## config.mk

```make
export PLATFORM = sky130hd
export DESIGN_NAME = decimal_int_parser_core
export DESIGN_NICKNAME = d
export VERILOG_FILES = /design/src/sv/dip_pkg.sv /design/src/sv/dip_queue.sv /design/src/sv/dip_front.sv /design/src/sv/dip_back.sv /design/src/sv/decimal_int_parser_core.sv
export VERILOG_INCLUDE_DIRS = /design/src /design/src/sv
export SDC_FILE = /design/constraint.sdc
export NUM_CORES = 1
export LEC_CHECK = 0
export ABC_CLOCK_PERIOD_IN_PS = 10400
export BUFFER_PORTS_ARGS = -buffer_cell sky130_fd_sc_hd__buf_2
export CORE_MARGIN = 2
export CORE_UTILIZATION = 55
export DETAILED_ROUTE_END_ITERATION = 10
export PLACE_DENSITY = 0.73
export SYNTH_ARGS = -nofsm -noshare
export SYNTH_HDL_FRONTEND = slang
export SYNTH_SLANG_ARGS = --single-unit
```

## constraint.sdc

```tcl
create_clock -name clk -period 10.4 [get_ports clk]
set_clock_uncertainty 0.1 [all_clocks]
set_input_delay 0.52 -clock clk [delete_from_list [all_inputs] [get_ports clk]]
set_output_delay 0.52 -clock clk [all_outputs]
set_load 0.1 [all_outputs]
```

## src/sv/decimal_int_parser_core_assert.svh

```systemverilog
// Assertion macros shared by the decimal integer parser RTL.
// Define ASSERT_OFF to compile every check away; no other dependencies.
`ifndef DECIMAL_INT_PARSER_CORE_ASSERT_SVH
`define DECIMAL_INT_PARSER_CORE_ASSERT_SVH

`ifndef ASSERT_OFF

// Same-cycle implication, held off while reset is active.
`define DIP_ASSERT_NOW(label, clk, rst_n, ante, cons) \
	label: assert property (@(posedge clk) disable iff (!(rst_n)) (ante) |-> (cons)) \
		else $error("decimal_int_parser_core: check failed");

// Next-cycle implication, held off while reset is active.
`define DIP_ASSERT_NXT(label, clk, rst_n, ante, cons) \
	label: assert property (@(posedge clk) disable iff (!(rst_n)) (ante) |=> (cons)) \
		else $error("decimal_int_parser_core: check failed");

`else

`define DIP_ASSERT_NOW(label, clk, rst_n, ante, cons)
`define DIP_ASSERT_NXT(label, clk, rst_n, ante, cons)

`endif

`endif

```

## src/sv/dip_pkg.sv

```systemverilog
// Shared types and constants for the decimal integer parser.
// No dependencies; imported by every module of the block.
package dip_pkg;

	// Character codes
	localparam logic [7:0] CH_ZERO  = 8'h30;
	localparam logic [7:0] CH_NINE  = 8'h39;
	localparam logic [7:0] CH_MINUS = 8'h2D;
	localparam logic [7:0] CH_PLUS  = 8'h2B;
	localparam logic [7:0] CH_SPACE = 8'h20;
	localparam logic [7:0] CH_TAB   = 8'h09;
	localparam logic [7:0] CH_LF    = 8'h0A;
	localparam logic [7:0] CH_CR    = 8'h0D;

	// Magnitude limits: largest value that may still take *10, and the
	// largest digit that may follow it.
	localparam int unsigned MAG_W = 63;
	localparam logic [MAG_W-1:0] MAG_DIV_TEN = 63'd922337203685477580;
	localparam logic [3:0] DIGIT_LIM = 4'd7;

	// Queue between front and back
	localparam int unsigned QDEPTH = 4;
	localparam int unsigned QPTR_W = $clog2(QDEPTH);
	localparam int unsigned QCNT_W = $clog2(QDEPTH + 1);

	typedef struct packed {
		logic [7:0] char_byte;
		logic       has_byte;
		logic       last;
	} byte_item_t;

	typedef struct packed {
		logic               is_number;
		logic signed [63:0] number;
	} result_item_t;

	typedef enum logic [1:0] {
		CLS_SPACE,
		CLS_SIGN,
		CLS_DIGIT,
		CLS_OTHER
	} char_class_t;

	// Classified item as held in the queue
	typedef struct packed {
		char_class_t kind;
		logic        minus;
		logic [3:0]  digit;
		logic        has_byte;
		logic        last;
	} cls_item_t;

	typedef enum logic [2:0] {
		PH_LEAD   = 3'd0,
		PH_SIGN   = 3'd1,
		PH_DIGITS = 3'd2,
		PH_TRAIL  = 3'd3,
		PH_BAD    = 3'd4
	} phase_t;

endpackage

```

## src/sv/dip_queue.sv

```systemverilog
// Short FIFO of classified items between front and back.
// Depends on dip_pkg and the assertion macro header.
`include "decimal_int_parser_core_assert.svh"

module dip_queue
	import dip_pkg::*;
(
	input  logic      clk,
	input  logic      arst_n,
	input  logic      push,
	input  cls_item_t push_item,
	output logic      full,
	input  logic      pop,
	output logic      head_valid,
	output cls_item_t head_item
);

	cls_item_t          slot_q [QDEPTH];
	logic [QPTR_W-1:0]  wr_ptr_q;
	logic [QPTR_W-1:0]  rd_ptr_q;
	logic [QCNT_W-1:0]  count_q;

	assign full       = (count_q == QCNT_W'(QDEPTH));
	assign head_valid = (count_q != '0);
	assign head_item  = slot_q[rd_ptr_q];

	always_ff @(posedge clk) begin
		if (push) begin
			slot_q[wr_ptr_q] <= push_item;
		end
	end

	always_ff @(posedge clk or negedge arst_n) begin
		if (!arst_n) begin
			wr_ptr_q <= '0;
			rd_ptr_q <= '0;
			count_q  <= '0;
		end else begin
			if (push) begin
				wr_ptr_q <= (wr_ptr_q == QPTR_W'(QDEPTH - 1)) ? '0 : wr_ptr_q + 1'b1;
			end
			if (pop) begin
				rd_ptr_q <= (rd_ptr_q == QPTR_W'(QDEPTH - 1)) ? '0 : rd_ptr_q + 1'b1;
			end
			if (push && !pop) begin
				count_q <= count_q + 1'b1;
			end else if (pop && !push) begin
				count_q <= count_q - 1'b1;
			end
		end
	end

	`DIP_ASSERT_NOW(a_count_bound, clk, arst_n, 1'b1, count_q <= QCNT_W'(QDEPTH))
	`DIP_ASSERT_NOW(a_pop_nonempty, clk, arst_n, pop, count_q != '0)
	`DIP_ASSERT_NXT(a_drain_step, clk, arst_n, pop && !push, count_q == $past(count_q) - 1'b1)

endmodule

```

## src/sv/dip_front.sv

```systemverilog
// Front end: takes byte transactions and classifies each byte.
// Depends on dip_pkg.
module dip_front
	import dip_pkg::*;
(
	input  logic       byte_valid,
	output logic       byte_stall,
	input  byte_item_t byte_data,
	input  logic       q_full,
	output logic       push,
	output cls_item_t  push_item
);

	logic [7:0] c;
	logic       is_space;
	logic       is_sign;
	logic       is_digit;

	assign c = byte_data.char_byte;

	always_comb begin
		is_space = (c == CH_SPACE) || (c == CH_TAB) || (c == CH_LF) || (c == CH_CR);
		is_sign  = (c == CH_MINUS) || (c == CH_PLUS);
		is_digit = (c >= CH_ZERO) && (c <= CH_NINE);

		push_item.kind     = is_space ? CLS_SPACE :
		                     is_sign  ? CLS_SIGN  :
		                     is_digit ? CLS_DIGIT : CLS_OTHER;
		push_item.minus    = (c == CH_MINUS);
		push_item.digit    = 4'(c - CH_ZERO);
		push_item.has_byte = byte_data.has_byte;
		push_item.last     = byte_data.last;
	end

	assign byte_stall = q_full;
	assign push       = byte_valid && !q_full;

endmodule

```

## src/sv/dip_back.sv

```systemverilog
// Back end: parse state machine, magnitude accumulator and result register.
// Depends on dip_pkg and the assertion macro header.
`include "decimal_int_parser_core_assert.svh"

module dip_back
	import dip_pkg::*;
(
	input  logic         clk,
	input  logic         arst_n,
	input  logic         q_valid,
	input  cls_item_t    q_item,
	output logic         q_pop,
	output logic         result_valid,
	input  logic         result_stall,
	output result_item_t result_data
);

	phase_t           phase_q, phase_d, phase_step;
	logic [MAG_W-1:0] mag_q, mag_d, mag_acc;
	logic             neg_q, neg_d;
	logic             acc_en, set_neg, ovf, take, finish;

	logic             res_valid_q;
	logic             res_ok_q;
	logic             res_neg_q;
	logic [MAG_W-1:0] res_mag_q;

	function automatic logic phase_d_done(input phase_t ph);
		return (ph == PH_DIGITS) || (ph == PH_TRAIL);
	endfunction

	// Only a last item needs the result slot
	assign q_pop  = q_valid && (!q_item.last || !res_valid_q || !result_stall);
	assign take   = q_pop && q_item.has_byte;
	assign finish = q_pop && q_item.last;

	// mag*10 + d; only kept when the overflow test passes
	assign mag_acc = (mag_q << 3) + (mag_q << 1) + MAG_W'(q_item.digit);
	assign ovf     = (mag_q > MAG_DIV_TEN) ||
	                 ((mag_q == MAG_DIV_TEN) && (q_item.digit > DIGIT_LIM));

	// Phase reached by one byte
	always_comb begin
		phase_step = phase_q;
		acc_en     = 1'b0;
		set_neg    = 1'b0;
		unique case (phase_q)
			PH_LEAD: begin
				unique case (q_item.kind)
					CLS_SPACE: phase_step = PH_LEAD;
					CLS_SIGN: begin
						phase_step = PH_SIGN;
						set_neg    = 1'b1;
					end
					CLS_DIGIT: acc_en = 1'b1;
					default:   phase_step = PH_BAD;
				endcase
			end
			PH_SIGN: begin
				if (q_item.kind == CLS_DIGIT) begin
					acc_en = 1'b1;
				end else begin
					phase_step = PH_BAD;
				end
			end
			PH_DIGITS: begin
				unique case (q_item.kind)
					CLS_SPACE: phase_step = PH_TRAIL;
					CLS_DIGIT: acc_en = 1'b1;
					default:   phase_step = PH_BAD;
				endcase
			end
			PH_TRAIL: begin
				phase_step = (q_item.kind == CLS_SPACE) ? PH_TRAIL : PH_BAD;
			end
			default: phase_step = PH_BAD;
		endcase
		if (acc_en) begin
			phase_step = ovf ? PH_BAD : PH_DIGITS;
		end
	end

	// Next state
	always_comb begin
		priority if (finish) begin
			phase_d = PH_LEAD;
		end else if (take) begin
			phase_d = phase_step;
		end else begin
			phase_d = phase_q;
		end
	end

	// Datapath updates
	always_comb begin
		mag_d = mag_q;
		neg_d = neg_q;
		if (take && acc_en && !ovf) begin
			mag_d = mag_acc;
		end
		if (take && set_neg) begin
			neg_d = q_item.minus;
		end
	end

	always_ff @(posedge clk or negedge arst_n) begin
		if (!arst_n) begin
			phase_q     <= PH_LEAD;
			mag_q       <= '0;
			neg_q       <= 1'b0;
			res_valid_q <= 1'b0;
		end else begin
			phase_q <= phase_d;
			if (finish) begin
				mag_q       <= '0;
				neg_q       <= 1'b0;
				res_valid_q <= 1'b1;
			end else begin
				mag_q <= mag_d;
				neg_q <= neg_d;
				if (res_valid_q && !result_stall) begin
					res_valid_q <= 1'b0;
				end
			end
		end
	end

	always_ff @(posedge clk) begin
		if (finish) begin
			res_ok_q  <= (phase_d_done(take ? phase_step : phase_q));
			res_neg_q <= neg_d;
			res_mag_q <= mag_d;
		end
	end

	// Sign applied on the way out
	assign result_valid          = res_valid_q;
	assign result_data.is_number = res_ok_q;
	assign result_data.number    = !res_ok_q  ? 64'sd0 :
	                               res_neg_q ? -$signed({1'b0, res_mag_q}) :
	                                           $signed({1'b0, res_mag_q});

	`DIP_ASSERT_NXT(a_reset_after_last, clk, arst_n, finish,
		phase_q == PH_LEAD && mag_q == '0 && !neg_q)
	`DIP_ASSERT_NXT(a_result_follows, clk, arst_n, finish, res_valid_q)
	`DIP_ASSERT_NOW(a_lead_clean, clk, arst_n, phase_q == PH_LEAD, mag_q == '0 && !neg_q)

endmodule

```

## src/sv/decimal_int_parser_core.sv

```systemverilog
// Top level of the decimal integer parser: byte stream in, one result per string.
// Depends on dip_pkg, dip_front, dip_queue and dip_back.
//
// Feed a string one byte per transaction; the transaction with last set
// ends it and one result transaction follows, giving is_number and the
// signed 64-bit value (zero when is_number is clear). Leading and trailing
// space, tab, LF and CR are skipped; an optional sign and one or more
// decimal digits must stand between them, and a magnitude above 2^63-1
// (so also -2^63) is rejected. A transaction with has_byte clear carries
// no byte and only matters when last is set. The block takes one byte
// transaction per cycle while the queue is not full: the back end's step
// is one 63-bit shift-add for the multiply by ten plus the overflow compare
// against (2^63-1)/10, both combinational. A byte accepted is written into
// the queue and processed once it reaches the queue head, and its result,
// when last is set, is offered from the following cycle. A four-entry queue
// between front and back absorbs result-side stalls; only a last byte waits
// for the result register to free up, so a stall on results eventually
// stalls bytes once the queue is full. After each result the parser is back
// in its reset state, ready for the next string without a pause.
module decimal_int_parser_core
	import dip_pkg::*;
(
	input  logic         clk,
	input  logic         arst_n,
	input  logic         byte_valid,
	output logic         byte_stall,
	input  byte_item_t   byte_data,
	output logic         result_valid,
	input  logic         result_stall,
	output result_item_t result_data
);

	logic      q_full;
	logic      q_push;
	cls_item_t q_push_item;
	logic      q_pop;
	logic      q_head_valid;
	cls_item_t q_head_item;

	// Front: classify the byte and push it straight into the queue
	dip_front u_front (
		.byte_valid (byte_valid),
		.byte_stall (byte_stall),
		.byte_data  (byte_data),
		.q_full     (q_full),
		.push       (q_push),
		.push_item  (q_push_item)
	);

	// Decouples the byte side from result back-pressure
	dip_queue u_queue (
		.clk        (clk),
		.arst_n     (arst_n),
		.push       (q_push),
		.push_item  (q_push_item),
		.full       (q_full),
		.pop        (q_pop),
		.head_valid (q_head_valid),
		.head_item  (q_head_item)
	);

	// Back: state machine, accumulator and result register
	dip_back u_back (
		.clk          (clk),
		.arst_n       (arst_n),
		.q_valid      (q_head_valid),
		.q_item       (q_head_item),
		.q_pop        (q_pop),
		.result_valid (result_valid),
		.result_stall (result_stall),
		.result_data  (result_data)
	);

endmodule
```

# After elaboration in Yosys (flattened, before gate mapping)
# Memories as Yosys holds them, arrays and structs flattened.
# Cells that the tools add are included.
# word_totals
ff_bits	140
ram_bits	36
output_inout_bits	67
memories	1
# classes
n_addsub	8
n_lt_le_gt_ge	4
n_eq_ne	17
mux	30
n_reduce_logical	33
# mem_list
memory	depth	word_bits	read_ports	rd_ports_with_merged_regs	write_ports	line	text
u_queue.slot_q	4	9	1	0	1	dip_queue.sv:18	cls_item_t slot_q [QDEPTH];
# op_table
operator	n
64-bit 2-to-1 mux	2
63-bit 2-to-1 mux	2
63-bit negator with 64-bit output	1
63-bit by 4-bit adder with 63-bit output	1
63-bit adder	1
63-bit by 60-bit equality test with 1-bit output (second input constant)	1
63-bit by 60-bit > comparator with 1-bit output (second input constant)	1
8-bit by 4-bit equality test with 1-bit output (second input constant)	3
8-bit by 6-bit equality test with 1-bit output (second input constant)	3
3-bit 2-to-1 mux	8
3-bit by 2-bit equality test with 1-bit output (second input constant)	4
1-bit logical AND	12
3-bit case mux with 4 select lines	1
1-bit 2-to-1 mux	11
3-bit case mux with 3 select lines	1
8-bit by 6-bit greater-or-equal comparator with 1-bit output (second input constant)	1
8-bit by 6-bit less-or-equal comparator with 1-bit output (second input constant)	1
1-bit logical OR	8
2-bit 2-to-1 mux	4
1-bit logical NOT	7
2-bit equality test (second input constant)	3
3-bit case mux with 2 select lines	1
2-bit by 1-bit adder with 2-bit output (second input constant)	2
4-bit by 3-bit > comparator with 1-bit output (second input constant)	1
11 further kinds	12

# Longest topological paths before layout
# Gate-level depths: netlist of the first run.
# An unclocked memory read counts as a cell.
# depth
depth_word	10
ltp_mapped	16

# Modules after synthesis
# Synthesis of the first run repeated with hierarchy kept, for this count alone.
# unflattened
hier_cells	1351
hier_area_um2	13339.0
# modules_own_cells
mod	area_per_inst_um2	cells_each	n_inst
dip_back	11431.0	1239	1
dip_queue	1717.9	84	1
dip_front	190.2	28	1

# Least setup slack after synthesis of the first run
# No wires, ideal clock.
# synth_timing
path_kind	register -> output
from	register u_back.res_mag_q[4]
to	output port result_data[57] (netlist bit)
arrival_ps	4715
path_stages_with_launch	12
required_ps	9780
path_buffers	1
path_slack_ps	5065
cell_sequence	edfxtp_1 > or3_1 > buf_2 > or4_4 > or4b_4 > or4_4 > or4_1 > or4_4 > or3_4 > o31ai_2 > xnor2_1 > and2_1
# synth_rtl
element	line	text
start: declaration	dip_back.sv:26	logic [MAG_W-1:0] res_mag_q;
start signal: assignment	dip_back.sv:132	res_mag_q <= mag_d;
end: declaration	decimal_int_parser_core.sv:30	output result_item_t result_data

==> out/results.env, run 1 <==
ANTENNA_CELLS=0
TOTAL_VIAS_IN_THE_FINAL_ROUTE=10500
WORST_SETUP_PATH_STARTPOINT='u_back.res_mag_q[2]'
MAXCLOCKFREQUENCY_GHz=0.171
HOLD_PATH.CLASS='in2async'
FP-ROW-COUNT=56
TOTAL_LEAKAGE_POWER_uW=0.00633
REPORT.FINAL.SLEW_VIOL_COUNT=0
ASYNCSETRESETFLOPFRACSYNTH_PCT=42.6
ANTENNA_FOUND_INITIAL=0
CP-END-KIND='output pin'
POWER.DENSITY_CELL_AREA_nW_PER_UM2=296
SYNTH-EDFF-COUNT=101
MULTI_INPUT_COMB_AREA_UM2=7890
GRT_FIRST_PASS_WIRELENGTH_UM=50400
DETAILEDROUTE.FIRSTITERATIONVIOLATIONS=812
LAYOUT.NETS=1587
FRACTION_OF_POST_SYNTHESIS_CELL_AREA_IN_THE_TOP_CELL_TYPE_BY_AREA_PCT=23.0
FINAL_MIN_PERIOD_OVER_CLOCK_PERIOD_PCT=56.1
CTS_TREE='yes'
NETLIST-CELL-TYPE-COUNT=69
POST_CTS_RESIZE_COUNT=0
CTS.REPAIR_TIMING.SETUP_BUFFER_COUNT=0
POST_SYNTH_MAIN_AREA_CONTRIBUTORS='sky130_fd_sc_hd__edfxtp_1 (23%), sky130_fd_sc_hd__dfrtp_1 (14%), sky130_fd_sc_hd__ha_1 (12%)'
DIE-AREA_UM2=25200
SEQCELLAREA_UM2=4910
STATUS='finished clean'
CRIT_PATH_CELL_TRACE='or4_4 > or4_4 > or4b_4 > or4_4 > or4_1 > or4_4 > or3_4 > o31ai_2 > xnor2_1 > and2_1 > buf_2'
SYNTH-SEQ-CELLS=176
FINAL.MIN_CLOCK_PERIOD_PS=5840
OVERFLOW=0
CPPEAKSTAGEDELAY_PS=600
SYN-CELL-AREA_UM2=13200
YOSYSSEQAREASHARE_PCT=37.3
SYNTH-MAIN-FF-CELL='sky130_fd_sc_hd__edfxtp_1'
SYNTH_COMMONEST_CELLS='sky130_fd_sc_hd__nand2_1 (144), sky130_fd_sc_hd__ha_1 (127), sky130_fd_sc_hd__and2_1 (116)'
ROUTABILITYCONGESTION=0.985
FINALSETUPTNS_PS=0
DPL_WORST_SLACK_PS=4960
IR_WORST_VDD_V=0.000257
NUMBER_OF_GLOBAL_ROUTE_VIAS_BEFORE_REPAIR=9926
ROOT_BUFFER_CELL='sky130_fd_sc_hd__clkbuf_16'
RR_STARTPOINT='u_queue.rd_ptr_q[0]'
CRITICAL_PATH_CLASS='reg2out'
CRITPATHMOSTFREQUENTCELL='sky130_fd_sc_hd__or4_4'
FLOORPLAN.INITIALDENSITY_PCT=56.1
CORE_UM2=23500
CHIPWIDTH_UM=159
YOSYSMOSTFREQUENTCELL='sky130_fd_sc_hd__nand2_1'
CRITPATHREQUIREDTIME_PS=9780
MAXCAPVIOLCOUNT=0
SYN2LAYOUT_AREA_GROWTH_PCT=9.17
POSTSYNTHAREAPERCELL_UM2=9.40
CP_DATA_ARRIVAL_TIME_PS=5220
RELSLEWSLACK_PCT=19.0
WL_PER_CELL_UM=17.2
DESIGN.PORTCOUNT=81
CTS_HOLD_BUFFERS=0
TIMING.FINAL.WS_SETUP_PS=4560
HTREEDEPTH=4
PORT_BUFFERS=80
WORST_PATH_DOMINANT_CELL_FAMILY='simple AND/OR/NAND/NOR gates'
CTS-BUFFERS-INSERTED=17
ROUTED_WL_UM=30500
NUMCLOCKSINKS=176
SYN_INST=1400
LAYOUT_CELL_SHARE_WITH_DRIVE_STRENGTH_BEYOND_1_PCT=11.1
CLOCK_TRANSITION_AT_THE_REGISTERS_OF_THE_REPORTED_PATHS_PS=70
HOLD_VIOL_FINAL=0
FINAL-SETUP-VIOL-COUNT=0
DP_HPWL_UM=22800
CRIT_PATH_TOP_DELAY_CELL='sky130_fd_sc_hd__or4_4'
SETUP_REPAIR_AFTER_GLOBAL_ROUTING_MISSED_ITS_MARGIN='false'
WORSTMARGINPINSLEW_PS=1190
LARGEST_NET_DEGREE_AT_THE_START_OF_GLOBAL_ROUTING=88
ROUTE.DETAILED.DRC=0
FILL_CELLS=1966
DETAIL-ROUTE-ANTENNA-NETS=0
WORST_SKEW_PAIR.LATE_LATENCY_PS=430
YOSYSWARNINGS=0
VIAS_PER_CELL=5.93
MAPPEDNETLISTNETS=1544
CRITICAL_PATH_BUF_INV_COUNT=1
WORSTPATHMAXFANOUT=5
DIE_H_UM=159
SYNTH_TOP_CELL_BY_AREA='sky130_fd_sc_hd__edfxtp_1'
DRT_PASS_1_ITERS=5
MAX-CLOCK-PATH-BUFFERS=2
CRIT_PATH_START_KIND='register'
TRACK_USAGE_PCT=24.4
## area by class of cell
type,count,area share (%)
tap,319,2.78
inverter,36,0.940
clock inverter,14,1.07
timing repair buffer,87,3.17
multi-input combinational,1125,54.9
clock buffer,18,2.99
sequential,176,34.2
## path summary, 6_finish.rpt
path                                         to  slack, ps  cells after the start
setup / recovery                result_data[61]       4560                     11
hold / removal                 u_back.mag_q[16]        160                      1
setup reg to reg           u_back.res_mag_q[60]       4970                     14
hold reg to reg              u_queue.count_q[2]        390                      1
max in group asynchronous      u_back.mag_q[48]       9400                      1
min in group clk            u_back.result_valid        210                      3
## kinds of logic after synthesis
family / synth area share (%)
adders and majority gates: 12.5
buffers and inverters: 2.86
DFF: 37.3
and+or+nand+nor: 19.8
xor gates and xnor gates: 7.38
AOI/OAI and AO/OA: 16.5
muxes: 3.58
## state kept, by name, indices dropped and copies added, names as in the netlist
register and flops:
u_queue.count_q 3, u_back.res_ok_q 1, u_queue.rd_ptr_q 2, u_back.result_valid 1, u_back.mag_q 63, u_queue.slot_q 36
u_queue.wr_ptr_q 2, u_back.res_neg_q 1, u_back.phase_q 3, u_back.res_mag_q 63, u_back.neg_q 1
## cell usage in the layout (no fill, tap or decap), types with 7 or more instances in the layout
cell type and count:
sky130_fd_sc_hd__nand2_1 144, sky130_fd_sc_hd__ha_1 127, sky130_fd_sc_hd__and2_1 116, sky130_fd_sc_hd__edfxtp_1 101, sky130_fd_sc_hd__o21ai_0 95, sky130_fd_sc_hd__a21oi_1 89
sky130_fd_sc_hd__buf_2 79, sky130_fd_sc_hd__nor2_1 78, sky130_fd_sc_hd__xnor2_1 78, sky130_fd_sc_hd__dfrtp_1 75, sky130_fd_sc_hd__inv_1 35, sky130_fd_sc_hd__xor2_1 33
sky130_fd_sc_hd__a21o_1 29, sky130_fd_sc_hd__nand3_1 28, sky130_fd_sc_hd__or3_1 26, sky130_fd_sc_hd__o31ai_1 24, sky130_fd_sc_hd__nor3_1 20, sky130_fd_sc_hd__nand4_1 20
sky130_fd_sc_hd__a31oi_1 20, sky130_fd_sc_hd__nor4_1 17, sky130_fd_sc_hd__clkbuf_16 17, sky130_fd_sc_hd__nor2b_1 16, sky130_fd_sc_hd__o21bai_1 16, sky130_fd_sc_hd__mux2_2 15
sky130_fd_sc_hd__o41ai_1 10, sky130_fd_sc_hd__mux2i_1 10, sky130_fd_sc_hd__a211oi_1 10, sky130_fd_sc_hd__mux4_2 9, sky130_fd_sc_hd__and3_1 8, sky130_fd_sc_hd__buf_4 8
sky130_fd_sc_hd__nand2b_1 7
## routing by layer
| layer | vias to the layer above | track usage (%) | routed length [µm] |
|---|---|---|---|
| met1 | 4932 | 36.1 | 14800 |
| met2 | 344 | 37.0 | 13200 |
| met3 | 44 | 3.66 | 1820 |
| met4 | 0 | 7.46 | 654 |
| li1 | 5212 | - | - |
| met5 | - | 0 | 0 |
## through the flow
step	util, %	cell area [µm²]	power, µW	hold slack [ps]	instances
global placement	58.8	13800	3600	370	1743
detailed placement	58.8	13800	3630	381	1743
floorplan	-	13200	3230	124	1400
finish	61.2	14400	4250	163	1775
global route	61.2	14400	4460	201	1775
CTS	61.2	14400	4280	188	1775
## power by group
group	switching [µW]	total, µW	internal [µW]
Combinational	1860	2410	551
Clock	291	650	359
Sequential	200	1190	993
Power figures use the tool's default switching activity.
==> inputs of run 2 (changes only) <==
Settings changed: ABC_AREA set to 1, ABC_CLOCK_PERIOD_IN_PS 10400 to 5500.
Clock period 10.4 ns to 5.5 ns, I/O delays scaled along.
==> run 2 against run 1 <==
Critical endpoint is now u_back.res_mag_q[61]. Worst setup slack got worse by 3500 ps. Via count grew 69%. Non-clock buffer count grew 5.
==> out/results.env, run 2 <==
YOSYSMOSTFREQUENTCELL='sky130_fd_sc_hd__nand2_1'
MAXCAPVIOLCOUNT=0  # unchanged
REPORT.FINAL.SLEW_VIOL_COUNT=0  # unchanged
SYNTH_TOP_CELL_BY_AREA='sky130_fd_sc_hd__nand2_1'
TOTAL_VIAS_IN_THE_FINAL_ROUTE=17800  # +69%
DESIGN.PORTCOUNT=81  # unchanged
LAYOUT_CELL_SHARE_WITH_DRIVE_STRENGTH_BEYOND_1_PCT=6.37  # -4.8 points
DETAILEDROUTE.FIRSTITERATIONVIOLATIONS=2333  # +190%
LAYOUT_COMMONEST_CELL='sky130_fd_sc_hd__nand2_1'
CHIPWIDTH_UM=178  # +12%
CP-END-KIND='register'
ROUTED_WL_UM=62000  # +100%
CPPEAKSTAGEDELAY_PS=630  # +30 ps
WORSTMARGINPINSLEW_PS=1150  # -36.0 ps
NETLIST-CELL-TYPE-COUNT=47  # -32%
YOSYSSEQAREASHARE_PCT=29.3  # -7.9 points
TOTAL_SWITCHING_POWER_uW=5760  # +150%
WORST_SKEW_PAIR.LATE_LATENCY_PS=450  # +20 ps
TRACK_USAGE_PCT=39.6  # +15 points
DP_HPWL_UM=50700  # +120%
SYN2LAYOUT_AREA_GROWTH_PCT=8.30
MAXCLOCKFREQUENCY_GHz=0.225
SYNTH_COMMONEST_CELLS='sky130_fd_sc_hd__nand2_1 (907), sky130_fd_sc_hd__inv_1 (494), sky130_fd_sc_hd__nor2_1 (342)'
CRIT_PATH_START_KIND='register'
CRITPATHREQUIREDTIME_PS=5590  # -4190 ps
SETUP_REPAIR_AFTER_GLOBAL_ROUTING_MISSED_ITS_MARGIN='false'
FLOORPLAN.INITIALDENSITY_PCT=56.2  # +0.059 points
FINAL.MIN_CLOCK_PERIOD_PS=4450
SWSHARE_PCT=61.4  # +6.1 points
CLOCK_TRANSITION_AT_THE_REGISTERS_OF_THE_REPORTED_PATHS_PS=70  # about the same
GRT_FIRST_PASS_WIRELENGTH_UM=93500  # +86%
CRIT_PATH_TOP_DELAY_CELL='sky130_fd_sc_hd__dfrtp_1'
OVERFLOW=0  # unchanged
RELSLEWSLACK_PCT=22.7  # +3.7 points
IR_WORST_VDD_V=0.000393  # +53%
DIE-AREA_UM2=31800  # +26%
SYN_INST=2680  # +91%
HTREEDEPTH=4  # unchanged
FINALSETUPTNS_PS=0  # unchanged
ASYNCSETRESETFLOPFRACSYNTH_PCT=42.6  # unchanged
GR_MET2_DEMAND_RESOURCE_PCT=61.8  # +25 points
COMB_POWER_SHARE_PCT=60.4  # +3.7 points
ROUTABILITYCONGESTION=1.05  # +6.1%
FP-ROW-COUNT=63  # +13%
GRT.MET1_USAGE_PCT=53.1  # +17 points
SEQCELLAREA_UM2=4910  # unchanged
CTS_TREE='yes'
FINISH.UTILIZATION_PCT=60.8  # -0.42 points
CTS-BUFFERS-INSERTED=17  # unchanged
POWER.CLOCK.FRACTION_PCT=13.2  # -2.1 points
TOTAL_LEAKAGE_POWER_uW=0.0101  # +60%
SYNTH-MAIN-FF-CELL='sky130_fd_sc_hd__edfxtp_1'
WORST_PATH_DOMINANT_CELL_FAMILY='simple AND/OR/NAND/NOR gates'
VIAS_PER_CELL=5.65  # -4.8%
HOLD_VIOL_FINAL=0  # unchanged
DIE_H_UM=178  # +12%
CTS.REPAIR_TIMING.SETUP_BUFFER_COUNT=0  # unchanged
CP_DATA_ARRIVAL_TIME_PS=4540  # -680 ps
INTERNAL_POWER_uW=3630  # +91%
STATUS='finished clean'
WL_PER_CELL_UM=19.6  # +14%
ANTENNA_FOUND_INITIAL=1  # +1
HOLD_PATH.CLASS='in2reg'
REGS_BY_FF_COUNT='u_back.mag_q (63), u_back.res_mag_q (63), u_queue.slot_q (36)'
GRT_UTIL_MET3_PCT=7.93  # +4.3 points
COMMONEST_CELLS_AFTER_ROUTING_FILL_AND_TAPS_ASIDE='sky130_fd_sc_hd__nand2_1 (907), sky130_fd_sc_hd__inv_1 (494), sky130_fd_sc_hd__nor2_1 (342)'
TIMING.FINAL.WS_SETUP_PS=1050  # -3510 ps
MULTI_INPUT_COMB_AREA_UM2=9740  # +23%
POST_SYNTH_MAIN_AREA_CONTRIBUTORS='sky130_fd_sc_hd__nand2_1 (20%), sky130_fd_sc_hd__edfxtp_1 (18%), sky130_fd_sc_hd__dfrtp_1 (11%)'
PORT_BUFFERS=80  # unchanged
WORSTPATHMAXFANOUT=21  # +16
SYNTH-SEQ-CELLS=176  # unchanged
FINAL_MIN_PERIOD_OVER_CLOCK_PERIOD_PCT=80.9
CRIT_PATH_CELL_TRACE='inv_2 > nand2_1 > a32oi_1 > inv_1 > fa_1 > inv_1 > ha_1 > nand3_1 > nand3_1 > nand3_1 > nand3_1 > nand2_1 > nand2_1 > nand2_1 > nand3b_1 > nand3_1 > nand2_1'
DPL_WORST_SLACK_PS=1160  # -3790 ps
FINAL-SETUP-VIOL-COUNT=0  # unchanged
DETAIL-ROUTE-ANTENNA-NETS=0  # unchanged
DRT_PASS_1_ITERS=7  # +2
LAYOUT.NETS=2894  # +82%
CRITICAL_PATH_BUF_INV_COUNT=3  # +2
SYNTH-EDFF-COUNT=101  # unchanged
ROOT_BUFFER_CELL='sky130_fd_sc_hd__clkbuf_16'
POWER.DENSITY_CELL_AREA_nW_PER_UM2=518  # +75%
POSTSYNTHAREAPERCELL_UM2=6.24  # -34%
GRT-BUSIEST-LAYER='met2'
SYN-CELL-AREA_UM2=16700  # +27%
CORE_UM2=29800  # +27%
FILL_CELLS=2952  # +50%
ROUTE.DETAILED.DRC=0  # unchanged
LARGEST_NET_DEGREE_AT_THE_START_OF_GLOBAL_ROUTING=80  # -9.1%
NUMCLOCKSINKS=176  # unchanged
MAX-CLOCK-PATH-BUFFERS=2  # unchanged
MAPPEDNETLISTNETS=2824  # +83%
SHARE_SEQ_OF_TOTAL_POWER_PCT=26.4  # -1.6 points
NUMBER_OF_GLOBAL_ROUTE_VIAS_BEFORE_REPAIR=16500  # +66%
CRITICAL_PATH_CLASS='reg2reg'
YOSYSWARNINGS=0  # unchanged
FRACTION_OF_POST_SYNTHESIS_CELL_AREA_IN_THE_TOP_CELL_TYPE_BY_AREA_PCT=20.3  # -2.7 points
==> run 2: cell families (layout without fill, tap and decap cells) <==
group	after synthesis	after routing	share of synthesized area, %
AO/OA/AOI/OAI	224	224	7.54
XOR/XNOR	40	40	2.09
adder cells (fa/ha/maj)	130	130	9.86
buffers and inverters	541	624	12.5
flip-flops	176	176	29.3
other	0	2	0
AND/OR/NAND/NOR	1569	1569	38.7
==> run 2: timing repair <==
action                                 CTS  global route
gates resized for setup                  0             0
hold buffers                             4             0
endpoints found under the hold margin   11             0
==> run 2: path summary, 6_finish.rpt <==
check / startpoint / to / slack, ps / cells after the start
setup reg to reg: u_queue.rd_ptr_q[0] / u_back.res_mag_q[61] / 1050 / 17
min in group asynchronous: arst_n / u_back.mag_q[49] / 40 / 2
hold / removal: byte_data[2] / u_queue.slot_q[2][2] / 30 / 1
setup / recovery: u_queue.rd_ptr_q[0] / u_back.res_mag_q[61] / 1050 / 17
hold reg to reg: u_back.result_valid / u_back.result_valid / 410 / 2
max in group asynchronous: arst_n / u_back.mag_q[55] / 3990 / 3
==> run 2: area by class of cell <==
cell class | instances | area share, %
multi-input combinational | 1963 | 53.8
sequential | 176 | 27.1
inverter | 500 | 10.4
timing repair buffer | 92 | 2.84
tap | 390 | 2.69
clock buffer | 18 | 2.42
clock inverter | 14 | 0.773
antenna | 2 | 0.0276
==> run 2: stage by stage <==
stage	power, µW	instance area (µm²)	hold WS, ps	std cells
after floorplan	6720	16700	-121	2680
after global placement	7980	17500	-34.9	3117
after detailed placement	8050	17500	-34.2	3117
after CTS	9280	18100	19.5	3153
after global routing	9840	18100	25.3	3153
final	9390	18100	30.2	3155
==> run 2: power by group through the flow <==
stage | registers [µW] | logic, µW | clock network, µW
2_1_floorplan | 2240 | 4480 | 0
3_3_place_gp | 2460 | 5520 | 0
3_5_place_dp | 2460 | 5590 | 0
4_1_cts | 2440 | 5600 | 1240
5_1_grt | 2510 | 6050 | 1290
6_report | 2480 | 5670 | 1240
==> run 2: per-layer routing <==
metal,routed length [µm],vias up
met5,0,-
met4,2740,0
met3,6710,167
met2,27200,934
met1,25400,8155
li1,-,8563
==> inputs of run 3 (changes only) <==
Settings changed: ABC_AREA 1 to 0, ABC_CLOCK_PERIOD_IN_PS 5500 to 3930, PLACE_DENSITY 0.73 to 0.76.
Clock period 5.5 ns to 3.93 ns, I/O delays scaled along.
==> run 3 against run 2 <==
The run now ends with setup timing left. Non-clock buffer count up 113. Register-to-register slack worse by 1400 ps. First-iteration DRC count down 44%. Die area down 21%. Routed wire length down 44%. Highest routed layer unchanged.
==> out/results.env, run 3 (synthesis results as in run 1) <==
STATUS='complete, but fails checks'
VIOLATIONS='setup timing'
R2R_CELLS=16  # -1
MULTI_INPUT_COMB_AREA_UM2=8770  # -10%
LAYOUT.NETS=1705  # -41%
TOTAL_SWITCHING_POWER_uW=6850  # +19%
SWSHARE_PCT=51.2  # -10 points
ANTENNA_FOUND_INITIAL=0  # -1
WORSTPATHMAXFANOUT=5  # -76%
FINAL.MIN_CLOCK_PERIOD_PS=5130
FINAL_MIN_PERIOD_OVER_CLOCK_PERIOD_PCT=131
SYN2LAYOUT_AREA_GROWTH_PCT=27.9
MAXCLOCKFREQUENCY_GHz=0.195
DPL_WORST_SLACK_PS=-739  # -1900 ps
CP-END-KIND='output pin'
SEQCELLAREA_UM2=4910  # about the same
GRT_FIRST_PASS_WIRELENGTH_UM=54300  # -42%
VIAS_PER_CELL=6.04  # +6.9%
COMB_POWER_SHARE_PCT=63.3  # +2.9 points
ROOT_BUFFER_CELL='sky130_fd_sc_hd__clkbuf_16'
COMMONEST_CELLS_AFTER_ROUTING_FILL_AND_TAPS_ASIDE='sky130_fd_sc_hd__nand2_1 (139), sky130_fd_sc_hd__ha_1 (123), sky130_fd_sc_hd__buf_4 (102)'
RELSLEWSLACK_PCT=33.7  # +11 points
HOLD_PATH.CLASS='in2reg'
ROUTED_WL_UM=34600  # -44%
MAX-CLOCK-PATH-BUFFERS=2  # unchanged
POWER.TOTAL_uW=13400  # +42%
CTS_TREE='yes'
WORST_SKEW_PAIR.LATE_LATENCY_PS=440  # about the same
LAYOUT_COMMONEST_CELL='sky130_fd_sc_hd__nand2_1'
ROUTABILITYCONGESTION=0.930  # -11%
CTS-BUFFERS-INSERTED=17  # unchanged
TOTAL_LEAKAGE_POWER_uW=0.00730  # -28%
FLOORPLAN.INITIALDENSITY_PCT=56.1  # -0.059 points
FILL_CELLS=1598  # -46%
SETUP_REPAIR_AFTER_GLOBAL_ROUTING_MISSED_ITS_MARGIN='true'
TIMING.FINAL.WS_SETUP_PS=-1200  # -2250 ps
ANTENNA_CELLS=0  # -2
HOLD_DEPTH=3  # +2
HTREEDEPTH=4  # unchanged
REPORT.FINAL.SLEW_VIOL_COUNT=0  # unchanged
NUMBER_OF_GLOBAL_ROUTE_VIAS_BEFORE_REPAIR=10700  # -35%
INTERNAL_POWER_uW=6520  # +80%
CRIT_PATH_START_KIND='register'
DETAIL-ROUTE-ANTENNA-NETS=0  # unchanged
IR_WORST_VDD_V=0.00102  # +160%
ROUTE.DETAILED.DRC=0  # unchanged
DETAILEDROUTE.FIRSTITERATIONVIOLATIONS=1316  # -44%
POWER.DENSITY_CELL_AREA_nW_PER_UM2=794  # +53%
CORE_UM2=23500  # -21%
DIE-AREA_UM2=25200  # -21%
HOLD_VIOL_FINAL=0  # unchanged
TIMING.RR.END='u_back.res_mag_q[56]'
PORT_BUFFERS=80  # unchanged
POWER.CLOCK.FRACTION_PCT=13.8  # +0.6 points
WORSTMARGINPINSLEW_PS=995  # -154 ps
HOLDPATHEND='u_queue.slot_q[1][7]'
TOTAL_VIAS_IN_THE_FINAL_ROUTE=11400  # -36%
HOLD_PATH_STARTPOINT='byte_data[9]'
CP_DATA_ARRIVAL_TIME_PS=4840  # +300 ps
CRITPATHREQUIREDTIME_PS=3630  # -1960 ps
REG2REG_SLACK_PS=-320  # -1370 ps
MAXCAPVIOLCOUNT=0  # unchanged
CRITICAL_PATH_CLASS='reg2out'
DP_HPWL_UM=23800  # -53%
RR_STARTPOINT='u_queue.rd_ptr_q[0]'
WL_PER_CELL_UM=18.3  # -7.0%
SHARE_SEQ_OF_TOTAL_POWER_PCT=22.9  # -3.5 points
LARGEST_NET_DEGREE_AT_THE_START_OF_GLOBAL_ROUTING=92  # +15%
CLOCK_TRANSITION_AT_THE_REGISTERS_OF_THE_REPORTED_PATHS_PS=70  # about the same
LAYOUT_CELL_SHARE_WITH_DRIVE_STRENGTH_BEYOND_1_PCT=25.6  # +19 points
REGS_BY_FF_COUNT='u_back.mag_q (63), u_back.res_mag_q (63), u_queue.slot_q (36)'
OVERFLOW=0  # unchanged
DIE_H_UM=159  # -11%
CHIPWIDTH_UM=159  # -11%
DESIGN.PORTCOUNT=81  # unchanged
FP-ROW-COUNT=56  # -11%
NUMCLOCKSINKS=176  # unchanged
TRACK_USAGE_PCT=26.4  # -13 points
FINAL-SETUP-VIOL-COUNT=53  # +53
DRT_PASS_1_ITERS=5  # -2
==> run 3: power by group through the flow <==
stage,clock network (µW),logic [µW],registers (µW)
final,1850,8460,3070
after global routing,1940,8850,3130
after CTS,1860,8200,3020
after detailed placement,0,8000,3040
after global placement,0,7900,3000
after floorplan,0,5690,3020
==> run 3: layout make-up <==
| type | instances | share of cell area (%) |
|---|---|---|
| inverter | 36 | 0.832 |
| timing repair buffer | 205 | 11.7 |
| sequential | 176 | 29.2 |
| clock inverter | 15 | 1.29 |
| clock buffer | 17 | 2.53 |
| multi-input combinational | 1125 | 52.1 |
| tap | 319 | 2.37 |
==> run 3: worst max-delay path by stage <==
stage	startpoint	end	slack (ps)	depth (start not counted)
after global routing	u_back.res_mag_q[2]	result_data[59]	-1310	11
after floorplan	u_back.res_mag_q[4]	result_data[57]	-670	11
after global placement	u_back.res_mag_q[1]	result_data[61]	-710	11
after detailed placement	u_back.res_mag_q[2]	result_data[57]	-740	11
final	u_back.res_mag_q[2]	result_data[57]	-1200	11
after CTS	u_back.res_mag_q[2]	result_data[57]	-1160	11
==> run 3: worst max-delay path, stage by stage, from the launching register on <==
cell                       delay [ps]
sky130_fd_sc_hd__edfxtp_1         390
sky130_fd_sc_hd__or4_4            550
sky130_fd_sc_hd__or4_4            490
sky130_fd_sc_hd__or4b_4           500
sky130_fd_sc_hd__or4_4            440
sky130_fd_sc_hd__or4_4            440
sky130_fd_sc_hd__or4_4            450
sky130_fd_sc_hd__or3_4            410
sky130_fd_sc_hd__o31ai_4          240
sky130_fd_sc_hd__xnor2_1          140
sky130_fd_sc_hd__and2_4           170
sky130_fd_sc_hd__buf_12           170
==> run 3: metal layers <==
layer	vias up	track usage, %	routed length [µm]
li1	5461	-	-
met1	5527	36.9	15500
met2	372	42.8	16300
met3	70	3.74	1970
met4	0	8.05	838
met5	-	0	0
==> run 3: what timing repair did <==
| item | in CTS | in global routing |
|---|---|---|
| resized for setup | 75 | 102 |
| endpoints found under the hold margin | 100 | 0 |
| setup buffers | 15 | 19 |
| hold buffers | 8 | 0 |
| endpoints found under the setup margin | 91 | 90 |
| pin swaps | 42 | 63 |
==> run 3: through the flow <==
stage	hold WS [ps]	setup TNS [ps]	instances	util, %	area, µm²
after CTS	18.0	-18650	1881	69.4	16300
after global placement	311	-16330	1828	64.4	15100
after global routing	39.3	-28560	1893	71.7	16800
final	28.5	-20840	1893	71.7	16800
after floorplan	-199	-6980	1400	-	13300
after detailed placement	312	-19990	1828	64.4	15100
